`src/hw/rtl/gbts_pkg.sv`:
```
package gbts_pkg;

	// Default store size in bytes; one byte of the store is always kept free.
	localparam int CAPACITY_DEF = 64;

	// Fixed field widths of the request and result items.
	localparam int LW = 6;
	localparam int CW = 8;
	// Internal index width: holds any store index and the end of the gap.
	localparam int IW = 7;

	localparam logic [1:0] MODE_INSERT = 2'd0;
	localparam logic [1:0] MODE_ERASE  = 2'd1;
	localparam logic [1:0] MODE_READ   = 2'd2;

	localparam logic [1:0] STATUS_OK   = 2'd0;
	localparam logic [1:0] STATUS_FULL = 2'd1;
	localparam logic [1:0] STATUS_BAD  = 2'd2;

	typedef enum logic [2:0] {
		ST_IDLE,
		ST_CHECK,
		ST_MOVE,
		ST_APPLY,
		ST_EMIT,
		ST_TERM,
		ST_RESULT
	} gbts_state_t;

	typedef struct packed {
		logic [CW-1:0] char_out;
		logic [1:0]    status;
		logic [LW-1:0] text_length;
		logic          last;
	} gbts_res_t;

endpackage

```
`src/hw/rtl/gbts_if.sv`:
```
interface gbts_in_if;
	logic                     valid;
	logic                     ready;
	logic [1:0]               mode;
	logic [gbts_pkg::LW-1:0]  position;
	logic [gbts_pkg::CW-1:0]  char_in;
	logic [gbts_pkg::LW-1:0]  erase_count;

	modport source (output valid, output mode, output position, output char_in,
		output erase_count, input ready);
	modport sink (input valid, input mode, input position, input char_in,
		input erase_count, output ready);
endinterface

interface gbts_out_if;
	logic                     valid;
	logic                     ready;
	logic [gbts_pkg::CW-1:0]  char_out;
	logic [1:0]               status;
	logic [gbts_pkg::LW-1:0]  text_length;
	logic                     last;

	modport source (output valid, output char_out, output status, output text_length,
		output last, input ready);
	modport sink (input valid, input char_out, input status, input text_length,
		input last, output ready);
endinterface

```
`src/hw/rtl/gbts_store.sv`:
```
module gbts_store #(
	parameter int CAPACITY = gbts_pkg::CAPACITY_DEF,
	parameter int AW       = $clog2(CAPACITY)
) (
	input  logic                    clk,
	input  logic                    we,
	input  logic [AW-1:0]           waddr,
	input  logic [gbts_pkg::CW-1:0] wdata,
	input  logic                    re,
	input  logic [AW-1:0]           raddr,
	output logic [gbts_pkg::CW-1:0] rdata
);

	logic [gbts_pkg::CW-1:0] mem [CAPACITY];

	always_ff @(posedge clk) begin
		if (we) begin
			mem[waddr] <= wdata;
		end
	end

	// Read data holds while no read is issued.
	always_ff @(posedge clk) begin
		if (re) begin
			rdata <= mem[raddr];
		end
	end

endmodule

```
`src/hw/rtl/gbts_seq.sv`:
```
module gbts_seq #(
	parameter int CAPACITY = gbts_pkg::CAPACITY_DEF,
	parameter int AW       = $clog2(CAPACITY)
) (
	input  logic                    clk,
	input  logic                    arst_n,
	gbts_in_if.sink                 req,
	output logic                    push,
	output gbts_pkg::gbts_res_t     res,
	input  logic                    res_free,
	output logic                    mem_we,
	output logic [AW-1:0]           mem_waddr,
	output logic [gbts_pkg::CW-1:0] mem_wdata,
	output logic                    mem_re,
	output logic [AW-1:0]           mem_raddr,
	input  logic [gbts_pkg::CW-1:0] mem_rdata
);

	localparam logic [gbts_pkg::IW-1:0] CAP_I = gbts_pkg::IW'(CAPACITY);

	gbts_pkg::gbts_state_t state_q, state_d;

	logic [1:0]                mode_q;
	logic [gbts_pkg::LW-1:0]   pos_q;
	logic [gbts_pkg::CW-1:0]   char_q;
	logic [gbts_pkg::LW-1:0]   ecnt_q;
	logic [gbts_pkg::LW-1:0]   len_q;
	logic [gbts_pkg::LW-1:0]   gs_q;
	logic [gbts_pkg::LW-1:0]   dest_q;
	logic [1:0]                st_q;
	logic [gbts_pkg::IW-1:0]   src_q;
	logic [gbts_pkg::IW-1:0]   dst_q;
	logic [gbts_pkg::IW-1:0]   wdst_q;
	logic                      left_q;
	logic [gbts_pkg::LW-1:0]   mv_cnt_q;
	logic                      pend_q;
	logic [gbts_pkg::LW-1:0]   idx_q;

	logic [gbts_pkg::IW-1:0]   pos_i, len_i, gs_i, sum_i, ge_i;
	logic [gbts_pkg::LW-1:0]   dest_c;
	logic [gbts_pkg::LW-1:0]   idx_nx;
	logic                      err_c;
	logic [1:0]                err_st_c;
	logic                      left_c;
	logic                      move_done;

	assign pos_i  = {1'b0, pos_q};
	assign len_i  = {1'b0, len_q};
	assign gs_i   = {1'b0, gs_q};
	assign sum_i  = pos_i + {1'b0, ecnt_q};
	assign ge_i   = gs_i + CAP_I - len_i;
	assign idx_nx = idx_q + gbts_pkg::LW'(1);
	assign left_c = (dest_c < gs_q);
	assign move_done = (mv_cnt_q == '0) && !pend_q;

	// Request checks and the text index the gap has to reach.
	always_comb begin
		err_c    = 1'b0;
		err_st_c = gbts_pkg::STATUS_OK;
		dest_c   = len_q;
		case (mode_q)
			gbts_pkg::MODE_INSERT: begin
				dest_c = pos_q;
				if (pos_q > len_q) begin
					err_c    = 1'b1;
					err_st_c = gbts_pkg::STATUS_BAD;
				end else if (len_i + gbts_pkg::IW'(1) >= CAP_I) begin
					err_c    = 1'b1;
					err_st_c = gbts_pkg::STATUS_FULL;
				end
			end
			gbts_pkg::MODE_ERASE: begin
				dest_c = sum_i[gbts_pkg::LW-1:0];
				if (sum_i > len_i) begin
					err_c    = 1'b1;
					err_st_c = gbts_pkg::STATUS_BAD;
				end
			end
			gbts_pkg::MODE_READ: begin
				dest_c = len_q;
			end
			default: begin
				err_c    = 1'b1;
				err_st_c = gbts_pkg::STATUS_BAD;
			end
		endcase
	end

	always_ff @(posedge clk or negedge arst_n) begin
		if (!arst_n) begin
			state_q <= gbts_pkg::ST_IDLE;
		end else begin
			state_q <= state_d;
		end
	end

	always_comb begin
		state_d   = state_q;
		req.ready = 1'b0;
		push      = 1'b0;
		res       = '{char_out: '0, status: st_q, text_length: len_q, last: 1'b1};
		mem_we    = 1'b0;
		mem_waddr = wdst_q[AW-1:0];
		mem_wdata = mem_rdata;
		mem_re    = 1'b0;
		mem_raddr = src_q[AW-1:0];
		case (state_q)
			gbts_pkg::ST_IDLE: begin
				req.ready = 1'b1;
				if (req.valid) begin
					state_d = gbts_pkg::ST_CHECK;
				end
			end
			gbts_pkg::ST_CHECK: begin
				state_d = err_c ? gbts_pkg::ST_RESULT : gbts_pkg::ST_MOVE;
			end
			gbts_pkg::ST_MOVE: begin
				mem_re = (mv_cnt_q != '0);
				mem_we = pend_q;
				if (move_done) begin
					state_d = gbts_pkg::ST_APPLY;
				end
			end
			gbts_pkg::ST_APPLY: begin
				case (mode_q)
					gbts_pkg::MODE_INSERT: begin
						mem_we    = 1'b1;
						mem_waddr = dest_q[AW-1:0];
						mem_wdata = char_q;
						state_d   = gbts_pkg::ST_RESULT;
					end
					gbts_pkg::MODE_READ: begin
						if (len_q == '0) begin
							state_d = gbts_pkg::ST_TERM;
						end else begin
							mem_re    = 1'b1;
							mem_raddr = '0;
							state_d   = gbts_pkg::ST_EMIT;
						end
					end
					default: begin
						state_d = gbts_pkg::ST_RESULT;
					end
				endcase
			end
			gbts_pkg::ST_EMIT: begin
				push = 1'b1;
				res  = '{char_out: mem_rdata, status: gbts_pkg::STATUS_OK,
					text_length: len_q, last: 1'b0};
				if (res_free) begin
					if (idx_nx == len_q) begin
						state_d = gbts_pkg::ST_TERM;
					end else begin
						mem_re    = 1'b1;
						mem_raddr = idx_nx[AW-1:0];
					end
				end
			end
			gbts_pkg::ST_TERM: begin
				push = 1'b1;
				res  = '{char_out: '0, status: gbts_pkg::STATUS_OK,
					text_length: len_q, last: 1'b1};
				if (res_free) begin
					state_d = gbts_pkg::ST_IDLE;
				end
			end
			gbts_pkg::ST_RESULT: begin
				push = 1'b1;
				if (res_free) begin
					state_d = gbts_pkg::ST_IDLE;
				end
			end
			default: begin
				state_d = gbts_pkg::ST_IDLE;
			end
		endcase
	end

	always_ff @(posedge clk or negedge arst_n) begin
		if (!arst_n) begin
			mode_q   <= '0;
			pos_q    <= '0;
			char_q   <= '0;
			ecnt_q   <= '0;
			len_q    <= '0;
			gs_q     <= '0;
			dest_q   <= '0;
			st_q     <= gbts_pkg::STATUS_OK;
			src_q    <= '0;
			dst_q    <= '0;
			wdst_q   <= '0;
			left_q   <= 1'b0;
			mv_cnt_q <= '0;
			pend_q   <= 1'b0;
			idx_q    <= '0;
		end else begin
			case (state_q)
				gbts_pkg::ST_IDLE: begin
					if (req.valid) begin
						mode_q <= req.mode;
						pos_q  <= req.position;
						char_q <= req.char_in;
						ecnt_q <= req.erase_count;
					end
				end
				gbts_pkg::ST_CHECK: begin
					st_q   <= err_st_c;
					dest_q <= dest_c;
					left_q <= left_c;
					pend_q <= 1'b0;
					// Moving left copies downward from just below the gap start
					// into the top of the gap; moving right copies upward from
					// the gap end into the gap start.
					if (left_c) begin
						mv_cnt_q <= gs_q - dest_c;
						src_q    <= gs_i - gbts_pkg::IW'(1);
						dst_q    <= ge_i - gbts_pkg::IW'(1);
					end else begin
						mv_cnt_q <= dest_c - gs_q;
						src_q    <= ge_i;
						dst_q    <= gs_i;
					end
				end
				gbts_pkg::ST_MOVE: begin
					if (mv_cnt_q != '0) begin
						src_q    <= left_q ? src_q - gbts_pkg::IW'(1) : src_q + gbts_pkg::IW'(1);
						dst_q    <= left_q ? dst_q - gbts_pkg::IW'(1) : dst_q + gbts_pkg::IW'(1);
						wdst_q   <= dst_q;
						mv_cnt_q <= mv_cnt_q - gbts_pkg::LW'(1);
						pend_q   <= 1'b1;
					end else begin
						pend_q <= 1'b0;
					end
					if (move_done) begin
						gs_q <= dest_q;
					end
				end
				gbts_pkg::ST_APPLY: begin
					case (mode_q)
						gbts_pkg::MODE_INSERT: begin
							gs_q  <= dest_q + gbts_pkg::LW'(1);
							len_q <= len_q + gbts_pkg::LW'(1);
						end
						gbts_pkg::MODE_ERASE: begin
							gs_q  <= pos_q;
							len_q <= len_q - ecnt_q;
						end
						default: begin
							idx_q <= '0;
						end
					endcase
				end
				gbts_pkg::ST_EMIT: begin
					if (res_free) begin
						idx_q <= idx_nx;
					end
				end
				default: begin
					idx_q <= idx_q;
				end
			endcase
		end
	end

endmodule

```
`src/hw/rtl/gap_buffer_text_store.sv`:
```
// An insert or erase is checked, moves the gap to the edit point (d places, d up to
// CAPACITY - 1), is applied and then answers. A refused request answers straight after
// the check. A read out first moves the gap to the text end, then delivers length + 1
// results at one per cycle while the output side keeps taking them.
// Throughput: one request at a time; the next is taken once its last result is registered.
// Reset clears the text length, the gap position and all control state, not the byte store.
module gap_buffer_text_store #(
	parameter int CAPACITY = gbts_pkg::CAPACITY_DEF
) (
	input  logic       clk,
	input  logic       arst_n,
	gbts_in_if.sink    req,
	gbts_out_if.source rsp
);

	// Address width of the byte store.
	localparam int AW = $clog2(CAPACITY);

	// Single-port-write, single-port-read byte store shared by the gap copy,
	// the insert write and the read out.
	logic                    mem_we;
	logic [AW-1:0]           mem_waddr;
	logic [gbts_pkg::CW-1:0] mem_wdata;
	logic                    mem_re;
	logic [AW-1:0]           mem_raddr;
	logic [gbts_pkg::CW-1:0] mem_rdata;

	// Result handoff from the sequencer to the output register.
	logic                    push;
	gbts_pkg::gbts_res_t     res;
	logic                    res_free;

	// Output register: a result waits here while the sequencer goes on.
	logic                    rsp_valid_q;
	gbts_pkg::gbts_res_t     rsp_data_q;

	gbts_store #(
		.CAPACITY(CAPACITY),
		.AW      (AW)
	) u_store (
		.clk  (clk),
		.we   (mem_we),
		.waddr(mem_waddr),
		.wdata(mem_wdata),
		.re   (mem_re),
		.raddr(mem_raddr),
		.rdata(mem_rdata)
	);

	// The sequencer checks each request, walks the gap to the edit point with a source and
	// a destination address stepper, applies the edit and streams the read out.
	gbts_seq #(
		.CAPACITY(CAPACITY),
		.AW      (AW)
	) u_seq (
		.clk      (clk),
		.arst_n   (arst_n),
		.req      (req),
		.push     (push),
		.res      (res),
		.res_free (res_free),
		.mem_we   (mem_we),
		.mem_waddr(mem_waddr),
		.mem_wdata(mem_wdata),
		.mem_re   (mem_re),
		.mem_raddr(mem_raddr),
		.mem_rdata(mem_rdata)
	);

	// The register can take a new result when it is empty or is being emptied now.
	assign res_free = !rsp_valid_q || rsp.ready;

	always_ff @(posedge clk or negedge arst_n) begin
		if (!arst_n) begin
			rsp_valid_q <= 1'b0;
			rsp_data_q  <= '0;
		end else if (push && res_free) begin
			rsp_valid_q <= 1'b1;
			rsp_data_q  <= res;
		end else if (rsp.ready) begin
			rsp_valid_q <= 1'b0;
		end
	end

	assign rsp.valid       = rsp_valid_q;
	assign rsp.char_out    = rsp_data_q.char_out;
	assign rsp.status      = rsp_data_q.status;
	assign rsp.text_length = rsp_data_q.text_length;
	assign rsp.last        = rsp_data_q.last;

endmodule
```
`src/flat_wrapper.sv`:
```
// flat-port wrapper written by rule: the top's interface ports become plain ports
module gap_buffer_text_store_flat 
#(
	parameter int CAPACITY = gbts_pkg::CAPACITY_DEF
)
  (clk, arst_n, req_valid, req_mode, req_position, req_char_in, req_erase_count, req_ready, rsp_valid, rsp_char_out, rsp_status, rsp_text_length, rsp_last, rsp_ready);
  gbts_in_if req_i ();
  gbts_out_if rsp_i ();
  input  logic clk;
  input  logic arst_n;
  input wire logic [$bits(req_i.valid)-1:0] req_valid;
  input wire logic [$bits(req_i.mode)-1:0] req_mode;
  input wire logic [$bits(req_i.position)-1:0] req_position;
  input wire logic [$bits(req_i.char_in)-1:0] req_char_in;
  input wire logic [$bits(req_i.erase_count)-1:0] req_erase_count;
  output wire logic [$bits(req_i.ready)-1:0] req_ready;
  output wire logic [$bits(rsp_i.valid)-1:0] rsp_valid;
  output wire logic [$bits(rsp_i.char_out)-1:0] rsp_char_out;
  output wire logic [$bits(rsp_i.status)-1:0] rsp_status;
  output wire logic [$bits(rsp_i.text_length)-1:0] rsp_text_length;
  output wire logic [$bits(rsp_i.last)-1:0] rsp_last;
  input wire logic [$bits(rsp_i.ready)-1:0] rsp_ready;
  assign req_i.valid = req_valid;
  assign req_i.mode = req_mode;
  assign req_i.position = req_position;
  assign req_i.char_in = req_char_in;
  assign req_i.erase_count = req_erase_count;
  assign req_ready = req_i.ready;
  assign rsp_valid = rsp_i.valid;
  assign rsp_char_out = rsp_i.char_out;
  assign rsp_status = rsp_i.status;
  assign rsp_text_length = rsp_i.text_length;
  assign rsp_last = rsp_i.last;
  assign rsp_i.ready = rsp_ready;
  gap_buffer_text_store #(.CAPACITY(CAPACITY)) u_core (.clk(clk), .arst_n(arst_n), .req(req_i), .rsp(rsp_i));
endmodule
```
`config.mk`:
```
export PLATFORM = sky130hd
export DESIGN_NAME = gap_buffer_text_store_flat
export DESIGN_NICKNAME = d
export VERILOG_FILES = /design/src/hw/rtl/gbts_pkg.sv /design/src/hw/rtl/gbts_if.sv /design/src/hw/rtl/gbts_store.sv /design/src/hw/rtl/gbts_seq.sv /design/src/hw/rtl/gap_buffer_text_store.sv /design/src/flat_wrapper.sv
export SDC_FILE = /design/constraint.sdc
export NUM_CORES = 1
export LEC_CHECK = 0
export BUFFER_PORTS_ARGS = -buffer_cell sky130_fd_sc_hd__buf_4
export CAP_MARGIN = 20
export CORE_MARGIN = 1
export CORE_UTILIZATION = 57
export CTS_CLUSTER_DIAMETER = 100
export DETAILED_ROUTE_END_ITERATION = 8
export PLACE_DENSITY = 0.77
export SLEW_MARGIN = 40
export SYNTH_ARGS = -nofsm -noshare
export SYNTH_HDL_FRONTEND = slang
export SYNTH_SLANG_ARGS = --single-unit
```
`constraint.sdc`:
```
create_clock -name clk -period 3.8 [get_ports clk]
set_input_delay 0.76 -clock clk [delete_from_list [all_inputs] [get_ports clk]]
set_output_delay 0.76 -clock clk [all_outputs]
set_load 0.005 [all_outputs]
```
; Word-level counts from Yosys, hierarchy flattened
; Memories as Yosys holds them, arrays and structs flattened. A register that Yosys moved wholly into a read port is not among the register bits.
; Cells that the tools add are included.
; W data, S select, Z words.
[word_totals]
reg_bits = 97
latchBits = 0
ramBits = 512
mem_bits_ro = 0
inputBits = 26
out_inout_bits = 19
wordCells = 146
n_memories = 1
[classes]
addsub = 17
n_mul = 0
div_mod_pow = 0
n_lt_le_gt_ge = 4
eq_ne = 17
shifts = 0
n_mux = 61
bitwise_logic = 0
n_reduce_logical = 25
[mem_list]
columns = memory, words, width, rd, rd_ports_with_merged_regs, wr, line
row1 = u_core.u_store.mem, 64, 8, 1, 1, 1, gbts_store.sv:14  ; logic [gbts_pkg::CW-1:0] mem [CAPACITY];
[ops]
columns = operator, n
row1 = $pmux W6 S2, 7
row2 = $mux W6, 11
row3 = $mux W7, 6
row4 = $pmux W17 S2, 1
row5 = $pmux W7 S2, 2
row6 = $sub A7 B1 Y7 const B, 3
row7 = $add A6 B1 Y6 const B, 3
row8 = $mux W3, 6
row9 = $pmux W3 S6, 1
row10 = $sub A6 B6 Y6, 3
row11 = $mux W1, 17
row12 = $mux W8, 2
row13 = $add A7 B1 Y7 const B, 2
row14 = $logic_not A6 Y1, 2
row15 = $ne A2 B2 Y1 const B, 5
row16 = $reduce_bool A2 Y1, 5
row17 = $eq A3 B3 Y1 const B, 3
row18 = $reduce_and A2 Y1, 4
row19 = $add A6 B1 Y7 const B, 1
row20 = $add A6 B6 Y7, 1
row21 = $add A6 B7 Y7 const B, 1
row22 = $ge A7 B7 Y1 const B, 1
row23 = $gt A7 B6 Y1, 1
row24 = $sub A6 B1 Y7 const B, 1
row25 = other kinds (25), 35

; Depth between registers and ports, before layout
; Gate-level depths: netlist of the first run.
[logic_depth]
ltp_word = 7
mapped_depth = 20
depth_no_buf = 19

; Hierarchy
; From an unflattened synthesis of the first run, not the netlist that was laid out.
[unflattened]
hier_cells = 1674
hier_area_um2 = 27157.3
[modules_own_cells]
columns = mod, instances, cells_per_inst, area_per_inst_um2, seq_area_each_um2
row1 = gbts_store, 1, 940, 20246.9, 15615.0
row2 = gbts_seq, 1, 695, 6178.4, 1926.8
row3 = gap_buffer_text_store, 1, 39, 732.0, 450.4

; Least setup slack after synthesis of the first run
; OpenSTA, ideal clock, no wires.
[synth_timing]
kind = register to register
start = reg u_core.u_seq.pos_q[0] (netlist bit)
end = reg u_core.u_seq.src_q[0] (netlist bit)
setup_time_ns = 0.077
arrival_ns = 3.874
required_time_ns = 3.723
path_slack_ns = -0.152
path_stages_with_launch = 16
path_buffers = 2
period_less_slack_ns = 3.952
cell_sequence = dfrtp_1 -> ha_1 -> inv_1 -> fa_1 -> a211oi_1 -> a21oi_1 -> inv_1 -> fa_1 -> a21o_1 -> a21o_1 -> a21o_1 -> a21oi_1 -> clkbuf_1 -> buf_1 -> mux2_2 -> a21oi_1
[synth_between]
elab_chain_cells = 5
[synth_lines]
columns = element, line
row1 = start: declaration, gbts_seq.sv:24  ; logic [gbts_pkg::LW-1:0] pos_q;
row2 = start signal: assignment, gbts_seq.sv:201  ; pos_q <= req.position;
row3 = $add A6 B6 Y7, gbts_seq.sv:50  ; assign sum_i = pos_i + {1'b0, ecnt_q};
row4 = $pmux W6 S2, gbts_seq.sv:61  ; case (mode_q)
row5 = "via u_core.u_seq.dest_c, one bit", gbts_seq.sv:40  ; logic [gbts_pkg::LW-1:0] dest_c;
row6 = $lt A6 B6 Y1, gbts_seq.sv:53  ; assign left_c = (dest_c < gs_q);
row7 = $mux W7, gbts_seq.sv:214  ; if (left_c) begin
row8 = $pmux W7 S2, gbts_seq.sv:197  ; case (state_q)
row9 = end signal: assignment, gbts_seq.sv:216  ; src_q <= gs_i - gbts_pkg::IW'(1);
row10 = end signal: assignment, gbts_seq.sv:220  ; src_q <= ge_i;
row11 = end signal: assignment, gbts_seq.sv:226  ; src_q <= left_q ? src_q - gbts_pkg::IW'(1) : src_q + gbts_pkg::IW'(1);
row12 = end: declaration, gbts_seq.sv:31  ; logic [gbts_pkg::IW-1:0] src_q;
; The timed path passes the listed nets, and every way through them passes these cells.
; A chain may end at the register's enable or synchronous reset.

; Worst setup path in the final report of the first run
[layout_timing]
start = reg u_core.u_seq.idx_q[1] (netlist bit)
end = reg u_core.u_store.rdata[4] (netlist bit) (read register of u_core.u_store.mem), data pin
[layout_between]
elab_chain_cells = 5
word_cells_on_any_way = 8
classes_between = 1 x add/sub / 1 x eq/ne / 6 x mux
[layout_lines]
columns = element, line
row1 = start: declaration, gbts_seq.sv:37  ; logic [gbts_pkg::LW-1:0] idx_q;
row2 = start signal: assignment, gbts_seq.sv:255  ; idx_q <= idx_nx;
row3 = start signal: assignment, gbts_seq.sv:259  ; idx_q <= idx_q;
row4 = $add A6 B1 Y6 (*), gbts_seq.sv:52  ; assign idx_nx = idx_q + gbts_pkg::LW'(1);
row5 = $eq A6 B6 Y1, gbts_seq.sv:151  ; if (idx_nx == len_q) begin
row6 = $mux W1 / $mux W6 (equally long branches), gbts_seq.sv:151
row7 = $mux W1 / $mux W6 (equally long branches), gbts_seq.sv:150  ; if (res_free) begin
row8 = $pmux W1 S3 / $pmux W6 S2 (equally long branches), gbts_seq.sv:107  ; case (state_q)
row9 = end: declaration, gbts_store.sv:11  ; output logic [gbts_pkg::CW-1:0] rdata
; Every way passes the cells marked *; elsewhere a longest branch is shown, timed or not.

==> impl_summary.md, run 1 <==
Critical path
The number of cell instances on the worst register-to-register path is 14. The worst flop-to-flop path startpoint is u_core.u_seq.idx_q[1]$_DFFE_PN0P_. The critical path capture point type is a register. Data arrives at the worst endpoint at 4150 ps. The startpoint type of the worst setup path is a register.

The internal reg-to-reg setup slack is around 2.6 ps. The peak fanout along the critical path is 14. STA puts the critical path data required time at 4150 ps. The most critical setup path has its endpoint at u_core.u_store.rdata[4]$_DFFE_PP_. The worst register-to-register path ends at u_core.u_store.rdata[4]$_DFFE_PP_. The source of the critical timing path is u_core.u_seq.idx_q[1]$_DFFE_PN0P_. The critical path is of the register to register type.

Global route
The global routing usage on met3 is 0.0576. The number of antenna violations at the first check in global routing was 0. The met2 usage in global routing is 0.478. The first global-routing pass estimated about 110000 um of wire.

The total grt overflow is 0. met2 is the most crowded layer. The global-route met1 utilization is 0.413.

The maximum number of pins on one net before global-route repair is 76. The combined global-route utilization of all metal layers is 0.302. The via count of the first global-routing pass is 19.4k.

STA
Setup repair after global routing could not meet its margin everywhere. Across the routed clock network, the largest skew measured is 30.9 ps. The final count of negative-setup-slack endpoints is 0. The max-slew violation total from the final report was 0. Of the available clock period, the critical path in the final layout requires 0.999. The final-layout setup total negative slack is 0 ps. The total count of hold-check failures in the final report is 0. The final period demand of the worst path is 3800 ps. The worst slew slack as a fraction of its limit is 0.430. Final hold analysis gives a worst-case slack of 135 ps.

For the pin with the worst max-slew slack, the measured transition is 855 ps. The maximum clock frequency is 263 MHz.

Synth
Counting instances in the post-synthesis netlist gives the leading cell types as sky130_fd_sc_hd__edfxtp_1 (520), sky130_fd_sc_hd__nand2_1 (223), sky130_fd_sc_hd__a21oi_1 (130), sky130_fd_sc_hd__and3_1 (126), sky130_fd_sc_hd__nor2_1 (116). For this run, the number of Yosys warnings is 0. Of the post-synthesis cell area, the dominant cell type holds 0.560. The average instance in the mapped netlist occupies 12.6 um^2. The cell count after synthesis came out at 2206. The post-synthesis cell area is 27900 um^2.

By area the synthesized netlist is led by sky130_fd_sc_hd__edfxtp_1 (56%), sky130_fd_sc_hd__dfrtp_1 (8.5%), sky130_fd_sc_hd__nand2_1 (3.0%). The library cell with the highest instance count after synthesis is sky130_fd_sc_hd__edfxtp_1. Counting flops and latches in the post-synthesis netlist gives 615.

The synthesized netlist contains between 60 and 70 unique library cells. The number of flops mapped to enable cells by yosys is 520. The net count after synthesis is 2292. For this run, asynchronously set or reset flops after synthesis account for 0.154.

The sequential cell area fraction in the yosys report is 0.645. The most used flip-flop cell after synthesis is sky130_fd_sc_hd__edfxtp_1. Summed over all instances, the cell type with the most area after synthesis is sky130_fd_sc_hd__edfxtp_1.

Place
Port buffering added 44 buffers. The wire-length estimate of the detail-placed layout is approximately 49000 um. The routability congestion estimate is slightly below 1.

CTS
The buffer depth of the longest clock path is 3. The insertion delay of the later-clocked pin in the worst-skew pair is 630 ps. TritonCTS built the clock tree. Counting every sink on the clock net gives 615.

The CTS buffer count is 59. The H-tree was split into 2 levels. The CTS clock-pin slew for the worst setup and hold paths is 70 ps. The tree is rooted in a sky130_fd_sc_hd__clkbuf_16. The post-cts hold buffer count is 0.

Floorplan
The floorplan step set the die height to 223 um. The number of primary I/O pins is 45. The die covers 49800 um^2. The region available for standard cell placement spans 48000 um^2. The initial core utilization is 0.581. The die is 223 um wide.

The floorplan has 80 rows.

Routing
In the routed layout, each cell is associated on average with a via count of ~6.6. After detailed routing, the total wire length is 76100 um. The total DRC errors in the routed layout is 0. The average wire length per cell after detail routing is around 25 um. The total iterations of the first detailed-routing run is 6. Once detail routing completed, the nets flagged for antenna violations numbered 0. In this run, the number of DRC markers left after iteration 0 of detailed routing was roughly 2.7k. The via count is 20.1k.

Finish
The fraction of layout cells with a size suffix above 1 is 0.197. The area growth from synthesis to layout is 16.9%. In the final layout, flip-flops and latches occupy roughly 18000 um^2.

The net count of the finished layout is 2485. The area of the multi-input gates is 9510 um^2. The repair_antennas step left the layout with diodes totalling 0. Fill cells in the final layout number about 3.3k. The final standard cell utilization of the core is 0.679.

Worst hold path
The type of the tightest min-delay check is input pin to async pin.

Power
Power comes to 32.4 mW. The worst voltage drop across the vdd grid is 0.676 mV. Dividing total power by cell area gives a power density of 994 nW/um^2. The static leakage is between 10 and 15 nW.

Status
The flow ran to the end, and the final reports show no timing, DRC or antenna violations.

Run
The max-cap violation count is 0.
-- where the power goes --
part           switching [mW]  leakage [nW]  internal [mW]  total [mW]
clock                    2.53         0.906           3.18        5.71
combinational            10.4          5.38           6.63        17.0
sequential              0.648          5.86           9.02        9.67
-- worst max-delay path, stage by stage, from the launching register on --
cell                      delay, ps
sky130_fd_sc_hd__dfrtp_1        410
sky130_fd_sc_hd__ha_1           270
sky130_fd_sc_hd__xnor3_1        230
sky130_fd_sc_hd__nand3_1        150
sky130_fd_sc_hd__or3_4          460
sky130_fd_sc_hd__o21ai_4        210
sky130_fd_sc_hd__buf_4          240
sky130_fd_sc_hd__nor3_1          80
sky130_fd_sc_hd__a21oi_1        260
sky130_fd_sc_hd__buf_4          240
sky130_fd_sc_hd__o32ai_1        130
sky130_fd_sc_hd__buf_4          180
sky130_fd_sc_hd__nor4_1         380
sky130_fd_sc_hd__buf_4          200
sky130_fd_sc_hd__nand4_1         70
-- how the worst min path moves through the flow --
| stage | start | endpoint | slack, ps | cells past startpoint |
|---|---|---|---|---|
| 6_report | arst_n | u_core.u_seq.pos_q[3]$_DFFE_PN0P_ | 130 | 1 |
| 5_1_grt | arst_n | u_core.u_seq.pos_q[3]$_DFFE_PN0P_ | 190 | 1 |
| 4_1_cts | arst_n | u_core.u_seq.pos_q[3]$_DFFE_PN0P_ | 140 | 1 |
| 3_5_place_dp | u_core.u_seq.st_q[0]$_DFFE_PN0P_ | u_core.u_seq.st_q[0]$_DFFE_PN0P_ | 470 | 2 |
| 3_3_place_gp | u_core.u_seq.st_q[1]$_DFFE_PN0P_ | u_core.u_seq.st_q[1]$_DFFE_PN0P_ | 470 | 2 |
| 2_1_floorplan | u_core.u_seq.st_q[0]$_DFFE_PN0P_ | u_core.u_seq.st_q[0]$_DFFE_PN0P_ | 440 | 2 |
-- kinds of logic (layout without fill, tap and decap cells) --
logic type | after synthesis | in the layout | share of synthesized area
AO/OA/AOI/OAI | 550 | 550 | 0.134
XOR/XNOR | 44 | 44 | 0.0143
adder cells (fa/ha/maj) | 60 | 60 | 0.0288
buffers and inverters | 190 | 430 | 0.0280
flip-flops | 615 | 615 | 0.645
multiplexers | 103 | 103 | 0.0389
AND/OR/NAND/NOR | 644 | 644 | 0.111
-- per-stage QoR --
step           std cells  setup WS (ps)  instance area [um^2]
6_report            3061           2.64                 32600
5_1_grt             3061           -167                 32600
4_1_cts             3039           4.12                 32100
3_5_place_dp        2929           -107                 30200
3_3_place_gp        2929          -56.6                 30200
2_1_floorplan       2206           4.11                 27900
-- registers in the layout, summed over array words and instances, names as in the netlist --
name,count
u_core.rsp.char_out,8
u_core.rsp.last,1
u_core.rsp.status,2
u_core.rsp.text_length,6
u_core.rsp.valid,1
u_core.u_seq.char_q,8
u_core.u_seq.dest_q,6
u_core.u_seq.dst_q,6
u_core.u_seq.ecnt_q,6
u_core.u_seq.gs_q,6
u_core.u_seq.idx_q,6
u_core.u_seq.left_q,1
u_core.u_seq.len_q,6
u_core.u_seq.mode_q,2
u_core.u_seq.mv_cnt_q,6
u_core.u_seq.pend_q,1
u_core.u_seq.pos_q,6
u_core.u_seq.src_q,6
u_core.u_seq.st_q,2
u_core.u_seq.state_q,3
u_core.u_seq.wdst_q,6
u_core.u_store.mem,512
u_core.u_store.rdata,8
-- cells in the final DEF (no fill, tap or decap), types with 42 or more instances in the layout --
cell	Yosys	final
sky130_fd_sc_hd__mux2_2	44	42
sky130_fd_sc_hd__mux2i_1	59	58
sky130_fd_sc_hd__nand2_1	223	219
sky130_fd_sc_hd__and3_1	126	126
sky130_fd_sc_hd__dfrtp_1	95	94
sky130_fd_sc_hd__buf_4	2	247
sky130_fd_sc_hd__clkbuf_16	0	61
sky130_fd_sc_hd__o32ai_1	44	43
sky130_fd_sc_hd__nor2_1	116	111
sky130_fd_sc_hd__a21oi_1	130	122
sky130_fd_sc_hd__edfxtp_1	520	520
sky130_fd_sc_hd__inv_1	51	50
sky130_fd_sc_hd__o21ai_0	82	81
sky130_fd_sc_hd__nand3_1	54	53
sky130_fd_sc_hd__ha_1	53	50
sky130_fd_sc_hd__a211oi_1	110	104
-- metal layers --
metal	wire length [um]	vias up
met1	29700	9827
met4	2980	0
met3	7740	203
met5	0	-
met2	35600	1225
li1	-	8828
-- timing repair --
action,CTS,global route
setup buffers,2,20
endpoints found under the setup margin,7,21
gates resized for setup,4,52
pin swaps,2,25
cloned,0,1
-- area by class of cell --
type / instances / area share
sequential: 615 / 0.552
inverter: 52 / 0.00599
multi-input combinational: 1401 / 0.292
timing repair buffer: 270 / 0.0698
clock buffer: 71 / 0.0476
tap: 615 / 0.0236
clock inverter: 37 / 0.00948
No activity file was read; power rests on OpenSTA's default activity.
==> run 2: changes to the inputs <==
Settings changed: CORE_UTILIZATION 57 to 68, PLACE_DENSITY 0.77 to 0.86.
Clock period 3.8 ns to 4.5 ns, I/O delays scaled along.
==> impl_summary.md, run 2 (synthesis gave the netlist of run 1 again) <==
Finish
After the last flow step, the layout net total stands at 2379. The register with the most flip-flops in the layout has 512 of them. The top register by number of flip-flops is u_core.u_store.mem. The filler cell count in the final layout is 2168. The most frequent standard cell in the layout excluding fill and tap cells is sky130_fd_sc_hd__edfxtp_1. In the final layout, the share of cells above drive strength 1 is 0.145. Excluding fillers, the count of instances in the completed layout stands at 2863. The finished layout cell area is 31300 um^2. The area growth from synthesis to layout is 12.2%. The diode insertion count for antenna repair is 0. In the layout the commonest cells are sky130_fd_sc_hd__edfxtp_1 (520), sky130_fd_sc_hd__nand2_1 (221), sky130_fd_sc_hd__buf_4 (153).

Routing
For this block, wires on met1 add up to 28100 um. The average wire length per cell after detail routing is approximately 27 um. After detailed routing, the met3 layer carries between 9000 and 10000 um of wire. The via count normalized by instance count is 7.03. The remaining number of nets flagged by the antenna check after routing is 0.

The detailed router used layers up to and including met4. The final wirelength is 76300 um. For this block, the via count after detailed routing is slightly above 20k. The routed length on met2 is between 30000 and 40000 um.

The total iterations of the first detailed-routing run is 6. In this run, the number of DRC markers left after iteration 0 of detailed routing was 3007. In the routed design, unresolved DRC markers number 0.

Power
For this design the ratio of total power to cell area is 831 nW/um^2. The static leakage is about 11 nW. Across the VDD grid, the largest voltage drop is 0.644 mV.

CTS
The number of hold buffers added after CTS was 0. The clock passes through at most 3 buffers. After clock tree synthesis, the clock-pin slew on the worst setup and hold paths is about 60 ps. The tree built by TritonCTS fans out to about 600 sinks. CTS placed an instance of sky130_fd_sc_hd__clkbuf_16 at the clock tree root. TritonCTS built the clock tree. The CTS buffer count is 58. The post-cts sizing count is 1.

In this run the number of H-tree levels came out at 2. Buffers added to address setup during post-CTS repair amount to 0. Clock latency on the worst-skew pair, taken at its later pin, is 630 ps.

Floorplan
Measured along the y axis, the die boundary spans 205 um. For this configuration, the core starts out at a cell density of 0.696. The core area is 40100 um^2.

Row generation in the floorplan step produced between 70 and 80 rows. From left edge to right edge, the die measures slightly above 200 um. The number of primary I/O pins is 45. The die area is about 42000 um^2.

Global route
The combined global-route utilization of all metal layers is 0.371. Global routing finished with a remaining overflow of 0. Entering global routing, the biggest net connects 96 pins. The wire length of the first global-routing pass is 115000 um. The via count of the first global-routing pass is 19.5k. The number of antenna violations at the first check in global routing is 0.

Critical path
At the worst endpoint, the required time is 4820 ps. Data on the critical path arrives at its endpoint at 4750 ps. The critical path is of the register to register type. The internal reg-to-reg setup slack is approximately 60 ps. The worst setup path is captured at a register.

The largest individual stage delay along the critical path comes from the cell sky130_fd_sc_hd__nor4_1. STA classifies the critical path startpoint as a register. The critical path goes through ha_1 > nand3_1 > xnor2_1 > nor2_1 > a21o_1 > buf_4 > nand2_4 > buf_12 > a211oi_1 > o32ai_1 > nor4_1 > nand4_1. The peak fanout along the critical path is between 40 and 50. In this design, the stage delay of the slowest critical-path cell is 670 ps.

STA
The worst pin sits at a relative slew slack of 0.411. Setup repair after global routing left no endpoint under its margin. The final-layout setup total negative slack is 0 ps. The total count of hold-check failures in the final report was 0.

The slew at the pin closest to its max-slew limit is around 870 ps. The final period demand of the worst path is roughly 4400 ps. The maximum clock frequency is 225 MHz.

The max-slew violation total from the final report came to 0. The final count of negative-setup-slack endpoints is 0. Of the available clock period, the critical path in the final layout requires 0.986. The worst clock skew on the final layout is 30.1 ps.

Run
The max-cap violation count is 0.

Place
Summing all placed instances gives a cell area of about 30000 um^2. The count of placed standard cells including taps is 2758. During placement, the flow inserted port buffers numbering 44.

Routability-driven placement finished with a final weighted congestion of ~1. The detailed placer's ending HPWL is 49300 um.

Worst hold path
The type of the tightest min-delay check is input pin to async pin.

Status
The run finished with clean final reports.
-- run 2: report_power, final --
part	switching (mW)	total, mW	internal, mW
sequential	0.635	8.24	7.60
combinational	8.49	13.0	4.56
clock	2.10	4.75	2.65
-- run 2: path summary, 6_finish.rpt --
check,startpoint,to,depth (start not counted)
setup reg to reg,u_core.u_seq.idx_q[0]$_DFFE_PN0P_,u_core.u_store.rdata[2]$_DFFE_PP_,12
hold / removal,arst_n,u_core.u_seq.mv_cnt_q[0]$_DFFE_PN0P_,1
setup / recovery,u_core.u_seq.idx_q[0]$_DFFE_PN0P_,u_core.u_store.rdata[2]$_DFFE_PP_,12
min in group clk,u_core.rsp.text_length[2]$_DFFE_PN0P_,u_core.rsp.text_length[2]$_DFFE_PN0P_,2
hold reg to reg,u_core.rsp.text_length[2]$_DFFE_PN0P_,u_core.rsp.text_length[2]$_DFFE_PN0P_,2
max in group asynchronous,arst_n,u_core.u_seq.dest_q[4]$_DFFE_PN0P_,2
-- run 2: final cells by class --
cell class | instances | area (um^2) | share of cell area
multi-input combinational | 1401 | 9270 | 0.296
clock inverter | 31 | 283 | 0.00903
sequential | 615 | 18000 | 0.575
timing repair buffer | 165 | 1380 | 0.0441
tap | 525 | 657 | 0.0210
clock buffer | 74 | 1540 | 0.0492
inverter | 52 | 195 | 0.00623
-- run 2: stage by stage --
step / setup slack [ps] / hold WS (ps) / power, mW / util
5_1_grt: 12.5 / 304 / 27.2 / 0.781
4_1_cts: 103 / 400 / 25.6 / 0.780
3_5_place_dp: 77.0 / 459 / 20.8 / 0.734
3_3_place_gp: 222 / 459 / 20.3 / 0.734
2_1_floorplan: 548 / 439 / 16.4 / -
6_report: 61.8 / 259 / 26.0 / 0.781
-- run 2: worst max-delay path, delay by kind of cell, from the launching register on --
family,cells,cell delay [ps]
buffers and inverters,2,560
XOR/XNOR,1,270
AO/OA/AOI/OAI,3,830
adder cells (fa/ha/maj),1,320
flip-flops,1,490
AND/OR/NAND/NOR,5,1640
-- run 2: layer usage --
metal / vias up / GRT usage
met4: 0 / 0.160
met2: 1487 / 0.566
met3: 259 / 0.103
met1: 9770 / 0.504
met5: - / 0
li1: 8623 / -
